**src/rtl/vrt_pkg.sv**
```systemverilog
// shared constants and controller/datapath command types for the voxel ray traversal block
// no dependencies
`default_nettype none
package vrt_pkg;
  localparam int WORLD_BITS_DEF = 6;
  localparam int CHUNK_BITS_DEF = 4;
  localparam int MAX_STEPS_DEF  = 1024;
  localparam int FRAC_BITS_DEF  = 16;
  localparam int COORD_W = 24;
  localparam int DIST_W  = 26;
  localparam int FIELD_W = 6;
  localparam logic CMD_WRITE = 1'b0;
  localparam logic CMD_CAST  = 1'b1;

  typedef struct packed {
    logic clr;        // clear one occupancy entry of the sweep
    logic load;       // capture a cast beat
    logic sqrt_start;
    logic ndiv_start; // start normalize division for axis
    logic tdiv_start; // start tdelta division
    logic gdiv_start; // start first boundary division
    logic [1:0] axis;
    logic visit;      // one traversal visit
    logic rd;         // issue occupancy read
  } vrt_cmd_t;

  typedef struct packed {
    logic clr_last;   // sweep at the last occupancy entry
    logic busy;       // divider or root busy
    logic len_zero;
    logic n_zero;     // current axis normalizes to zero
    logic beyond;     // min tmax exceeds max distance
    logic occ;        // registered occupancy bit
  } vrt_stat_t;
endpackage
`default_nettype wire

```
**src/rtl/vrt_ctrl.sv**
```systemverilog
// controller: sequences setup, traversal visits and result hand-off
// depends on vrt_pkg
`default_nettype none
module vrt_ctrl #(
  parameter int MAX_STEPS = vrt_pkg::MAX_STEPS_DEF
) (
  input  wire logic clk,
  input  wire logic rst,
  input  wire logic in_valid,
  input  wire logic in_cmd,
  output logic in_stall,
  output logic out_valid,
  input  wire logic out_stall,
  output logic out_hit,
  output logic out_sel_max,
  output logic out_load,
  input  wire vrt_pkg::vrt_stat_t stat,
  output vrt_pkg::vrt_cmd_t cmd
);
  typedef enum logic [3:0] {
    S_CLEAR, S_IDLE, S_ROOT, S_RWAIT, S_NORM, S_NWAIT, S_TDIV, S_TWAIT, S_GDIV,
    S_GWAIT, S_READ, S_RWT, S_CHECK, S_DONE
  } state_t;
  state_t state;
  logic [1:0] axis;
  logic [$clog2(MAX_STEPS+1)-1:0] steps;
  logic go;

  assign in_stall = (state != S_IDLE);
  assign go = in_valid && !in_stall && in_cmd == vrt_pkg::CMD_CAST;
  // result register takes the new beat when empty or as the old one is taken
  assign out_load = (state == S_DONE) && (!out_valid || !out_stall);

  always_comb begin
    cmd = '0;
    cmd.axis = axis;
    cmd.clr = (state == S_CLEAR);
    cmd.load = go;
    cmd.sqrt_start = (state == S_ROOT);
    cmd.ndiv_start = (state == S_NORM);
    cmd.tdiv_start = (state == S_TDIV) && !stat.n_zero;
    cmd.gdiv_start = (state == S_GDIV) && !stat.n_zero;
    cmd.rd = (state == S_READ);
    cmd.visit = (state == S_CHECK) && !stat.beyond && !stat.occ &&
                steps != ($clog2(MAX_STEPS+1))'(MAX_STEPS);
  end

  // state and registered result flags
  always_ff @(posedge clk) begin
    if (rst) begin
      state <= S_CLEAR; out_valid <= 1'b0; axis <= '0; steps <= '0;
      out_hit <= 1'b0; out_sel_max <= 1'b0;
    end else begin
      if (out_load) out_valid <= 1'b1;
      else if (out_valid && !out_stall) out_valid <= 1'b0;
      unique case (state)
        S_CLEAR: if (stat.clr_last) state <= S_IDLE;
        S_IDLE: if (go) state <= S_ROOT;
        S_ROOT: state <= S_RWAIT;
        S_RWAIT: if (!stat.busy) begin
          if (stat.len_zero) begin
            out_hit <= 1'b0; out_sel_max <= 1'b1; state <= S_DONE;
          end else begin
            axis <= 2'd0; state <= S_NORM;
          end
        end
        S_NORM: state <= S_NWAIT;
        S_NWAIT: if (!stat.busy) state <= S_TDIV;
        S_TDIV: state <= stat.n_zero ? S_GWAIT : S_TWAIT;
        S_TWAIT: if (!stat.busy) state <= S_GDIV;
        S_GDIV: state <= S_GWAIT;
        S_GWAIT: if (!stat.busy) begin
          if (axis == 2'd2) begin
            steps <= '0; state <= S_READ;
          end else begin
            axis <= axis + 2'd1; state <= S_NORM;
          end
        end
        S_READ: state <= S_RWT;
        S_RWT: state <= S_CHECK;
        S_CHECK: begin
          if (steps == ($clog2(MAX_STEPS+1))'(MAX_STEPS) || stat.beyond) begin
            out_hit <= 1'b0; out_sel_max <= 1'b1; state <= S_DONE;
          end else if (stat.occ) begin
            out_hit <= 1'b1; out_sel_max <= 1'b0; state <= S_DONE;
          end else begin
            steps <= steps + 1'b1; state <= S_READ;
          end
        end
        S_DONE: if (out_load) state <= S_IDLE;
        default: state <= S_IDLE;
      endcase
    end
  end
endmodule
`default_nettype wire

```
**config.mk**
```make
export PLATFORM = sky130hd
export DESIGN_NAME = vrt_ctrl
export DESIGN_NICKNAME = d
export VERILOG_FILES = /design/src/rtl/vrt_pkg.sv /design/src/rtl/vrt_ctrl.sv
export SDC_FILE = /design/constraint.sdc
export NUM_CORES = 1
export LEC_CHECK = 0
export ABC_AREA = 1
export BUFFER_PORTS_ARGS = -buffer_cell sky130_fd_sc_hd__buf_2
export CORE_ASPECT_RATIO = 0.6
export CORE_MARGIN = 2
export CORE_UTILIZATION = 27
export CTS_CLUSTER_SIZE = 12
export DETAILED_ROUTE_END_ITERATION = 16
export PLACE_DENSITY = 0.53
export SETUP_SLACK_MARGIN = 0.3
export SYNTH_ARGS = -nofsm -noshare
export SYNTH_HDL_FRONTEND = slang
export SYNTH_SLANG_ARGS = --single-unit
export TNS_END_PERCENT = 100
```
**constraint.sdc**
```tcl
create_clock -name clk -period 2.1 [get_ports clk]
set_input_delay 0.105 -clock clk [delete_from_list [all_inputs] [get_ports clk]]
set_output_delay 0.105 -clock clk [all_outputs]
set_load 0.03 [all_outputs]
```
# Word-level counts from Yosys, hierarchy flattened
# Index checks and enable logic that the tools add are counted.
# op_classes
n_addsub,2
n_eq_ne,31
n_mux,35
n_reduce_logical,26
# ops
op,n
$pmux W4 S14,1
$mux W11,4
$mux W4,10
$ne A2 B2 Y1 const B,13
$eq A4 B4 Y1 const B,6
$pmux W11 S2,1
$eq A4 B3 Y1 const B,4
$add A11 B1 Y11 const B,1
$eq A11 B11 Y1 const B,1
$ne A11 B11 Y1 const B,1
$mux W1,10
$reduce_and A5 Y1,2
$logic_and A1 B1 Y1,9
$eq A4 B2 Y1 const B,2
$mux W2,4
$reduce_bool A2 Y1,4
$reduce_and A7 Y1,1
$logic_not A1 Y1,6
$mux W3,2
$eq A4 B1 Y1 const B,1
$logic_not A4 Y1,1
$ne A4 B1 Y1 const B,1
$pmux W1 S2,2
$pmux W2 S2,1
5 further kinds,6
# totals
register_bits,20
input_bits,11
output_inout_bits,15
word_cells,100

# Longest topological paths before layout
# logic_depth
depth_word,6
mapped_depth,11
mapped_depth_nobuf,11

# Worst setup path before layout
# OpenSTA, ideal clock, no wires.
# synth_path
path_kind,reg-to-reg
from,register axis[0]
to,register steps[1]
setup_time_ns,0.119
arrival_time_ns,1.337
t_required_ns,1.981
path_slack_ns,0.644
stages_incl_launch_ff,8
path_buffers,1
period_less_slack_ns,1.456
path_cell_list,dfxtp_1 > inv_1 > ha_1 > nand3_4 > nand2_4 > buf_6 > o21ai_0 > a21oi_1
# synth_via
elab_chain_len,3
# synth_rtl
item,line_no,text
start: declaration,vrt_ctrl.sv:25,logic [1:0] axis;
start signal: assignment,vrt_ctrl.sv:51,state <= S_CLEAR; out_valid <= 1'b0; axis <= '0; steps <= '0;
start signal: assignment,vrt_ctrl.sv:64,axis <= 2'd0; state <= S_NORM;
start signal: assignment,vrt_ctrl.sv:76,axis <= axis + 2'd1; state <= S_NORM;
$eq A2 B2 Y1,vrt_ctrl.sv:73,if (axis == 2'd2) begin
$ne A2 B2 Y1 (no source line),-,
$reduce_and A5 Y1 (no source line),-,
end signal: assignment,vrt_ctrl.sv:51,
end signal: assignment,vrt_ctrl.sv:74,steps <= '0; state <= S_READ;
end signal: assignment,vrt_ctrl.sv:87,steps <= steps + 1'b1; state <= S_READ;
end: declaration,vrt_ctrl.sv:26,logic [$clog2(MAX_STEPS+1)-1:0] steps;
# Every way passes these cells.
# A chain may end at the register's enable or synchronous reset.

==> summary.txt <==
Global route
  • Global route overflow: 0
  • Vias in the first global route: 1210
  • First-pass GRT wire length: 6.24 mm
  • Initial antenna violation count: 0
  • GRT Total Usage: 13.5%
  • Pin count of the biggest net entering global routing: 15

Route
  • Wire per inst: 11.5 um
  • Vias per cell: 4.56
  • DR iter-0 viols: 116
  • Drt pass-1 iters: 4
  • Post-route ant nets: 0
  • Via count: 1517
  • DRC viols: 0
  • WL final: 3.82 mm

Timing
  • Least-Margin Pin Slew: 0.331 ns
  • Max-slew violations: 0
  • RSZ-0062 raised after global routing: true
  • Worst Skew: 0.00706 ns
  • # setup viols final: 0
  • Period utilization: 80.7%
  • Final hold viol count: 0
  • Final min period: 1.69 ns
  • Max_slew headroom: 77.9%
  • Total negative slack: 0 ns
  • Max frequency: 0.590 GHz

Placement
  • PortBufs: 25
  • Post-DP HPWL: 3.02 mm
  • Placed Area: 1610 um2
  • Final Wtd Congestion: 0.912

Die
  • DIE AREA: 5910 um2
  • IO Count: 26
  • Die Height: 60.4 um
  • Rows: 20
  • Die width: 98.0 um
  • Total core area: 5080 um2
  • Initial core utilization: 28.2%

Run status
  • Status: finished, final reports clean

Synthesis
  • Synth top area cells: dfxtp_1 (28%), nand2_1 (18%), nor2_1 (9.7%), inv_1 (8.1%), a21oi_1 (6.6%)
  • Post-synth EDFFs: 0
  • Mapped Area: 1430 um2
  • Post-synth top area cell: dfxtp_1
  • Synthesis Warnings: 0
  • Register area share after synthesis: 28.0%
  • Flops & latches, synth: 20
  • Syn avg cell area: 5.98 um2
  • Syn_nets: 253
  • Post-synthesis cell count: 239
  • Async S/R FF share, synth: 0%
  • Main synth FF type: dfxtp_1
  • Yosys top cell area share: 28.0%
  • Yosys cell types: 25

CTS
  • Sink Count: 20
  • CTS tree: done
  • H-tree depth: 1
  • Total CTS buffers: 3
  • Clk_lat worst skew: 0.26 ns
  • Clock slew at reported path FFs: 0.08 ns
  • Longest Clk Path Bufs: 2
  • CTS root buf: clkbuf_8

Layout
  • Most frequent cells in the layout: nand2_1 (70), nor2_1 (36), inv_1 (31)
  • Fill cell count: 568
  • Antenna Cells: 0
  • Post-Layout Inst Area: 1700 um2
  • Layout area overhead: 18.7%
  • Layout cell share with drive strength beyond 1: 16.5%
  • Commonest non-fill, non-tap cell in the layout: nand2_1
  • Net count, final: 282

Power and ir drop
  • Leak: 0.778 nW
  • Worst VDD drop: 0.000205 V
  • Logic pwr share: 42.4%
  • Clock power frac: 23.1%
  • P_int: 0.000730 W
  • Psw: 0.000556 W
  • Pwr dens: 757 nW/um2
  • Sw Ratio: 43.2%
  • Reg power frac: 34.6%

Critical path
  • Worst Path Required: 2.00 ns
  • Crit path launch type: flop
  • CP Capture Type: output port
  • Crit-path max FO: 6
  • Crit path kind: reg -> out
  • Crit path arrival time: 1.59 ns

Min path
  • Hold crit path type: in -> reg

Flow run
  • MaxCap Viol Count: 0
[synthesized netlist by cell type, types with 2 or more instances]
cell / n
xor2_1: 3
nand2_1: 70
o21ai_0: 11
nand4_1: 4
nand2_2: 2
a21oi_1: 19
ha_1: 3
nor3_1: 3
dfxtp_1: 20
inv_1: 31
nand2_4: 2
nor2_1: 37
nand3b_1: 4
nand3_1: 17
nor2_2: 3
[layer usage]
| layer | global-route usage (%) | routed length [um] |
|---|---|---|
| met1 | 23.1 | 2150 |
| met2 | 15.5 | 1330 |
| met3 | 3.46 | 318 |
| met4 | 2.98 | 18 |
| met5 | 0 | 0 |
[worst max-delay path, cell delays in order (launching register included)]
cell and delay, ns:
dfxtp_1 0.40, inv_1 0.11, ha_1 0.21, nand2_1 0.06
nor2_1 0.04, nand2_1 0.13, nand2_4 0.10, inv_1 0.11
buf_4 0.17
[through the flow]
stage	total power [W]	hold WS [ns]	utilization [%]	instances	setup slack, ns
6_report	0.00129	0.120	33.4	333	0.405
5_1_grt	0.00138	0.126	33.4	333	0.288
4_1_cts	0.00129	0.111	32.9	330	0.325
3_5_place_dp	0.000989	0.391	31.7	326	0.429
3_3_place_gp	0.00100	0.392	31.7	326	0.427
2_1_floorplan	0.000847	0.167	-	239	0.644
[state kept, by name (all words and copies together) (netlist names)]
name         flops
axis             2
out_hit          1
out_sel_max      1
out_valid        1
state            4
steps           11
[power groups by stage]
stage	logic, W	registers (W)	clock network, W
floorplan	0.000395	0.000452	0
global placement	0.000549	0.000453	0
detailed placement	0.000537	0.000452	0
CTS	0.000539	0.000444	0.000310
global route	0.000609	0.000452	0.000318
finish	0.000545	0.000445	0.000297
[path summary, 6_finish.rpt]
| kind | from | end | slack, ns | cells after the start |
|---|---|---|---|---|
| setup reg to reg | state[1]$_SDFFE_PP0P_ | state[2]$_SDFFE_PP0P_ | 0.53 | 8 |
| setup / recovery | steps[0]$_SDFFE_PP0P_ | cmd[1] | 0.41 | 8 |
| hold / removal | out_stall | out_valid$_SDFFE_PP0P_ | 0.12 | 3 |
| hold reg to reg | out_valid$_SDFFE_PP0P_ | out_valid$_SDFFE_PP0P_ | 0.48 | 2 |
[kinds of logic (layout without fill, tap and decap cells)]
family	count (synthesis)	after routing	synth area share, %
buf+inv	36	64	10.4
fa+ha+maj	3	3	2.62
compound gates	32	32	11.6
simple gates	145	145	45.5
flops	20	20	28.0
xor+xnor	3	3	1.84
[repair_timing]
item | in CTS | in global routing
buffers inserted | 0 | 3
pin swaps | 0 | 1
hold endpoints to repair | 0 | 0
hold buffers | 0 | 0
setup endpoints to repair | 1 | 2
gates resized for setup | 2 | 1
[area by class of cell]
| cell class | count | area (um2) | share of cell area (%) |
|---|---|---|---|
| Multi-Input combinational cell | 183 | 888 | 52.3 |
| Sequential cell | 20 | 400 | 23.6 |
| Tap cell | 66 | 82.6 | 4.86 |
| Timing Repair Buffer | 28 | 150 | 8.84 |
| Clock buffer | 4 | 55.1 | 3.24 |
| Inverter | 32 | 121 | 7.15 |
No activity file was read; power rests on OpenSTA's default activity.
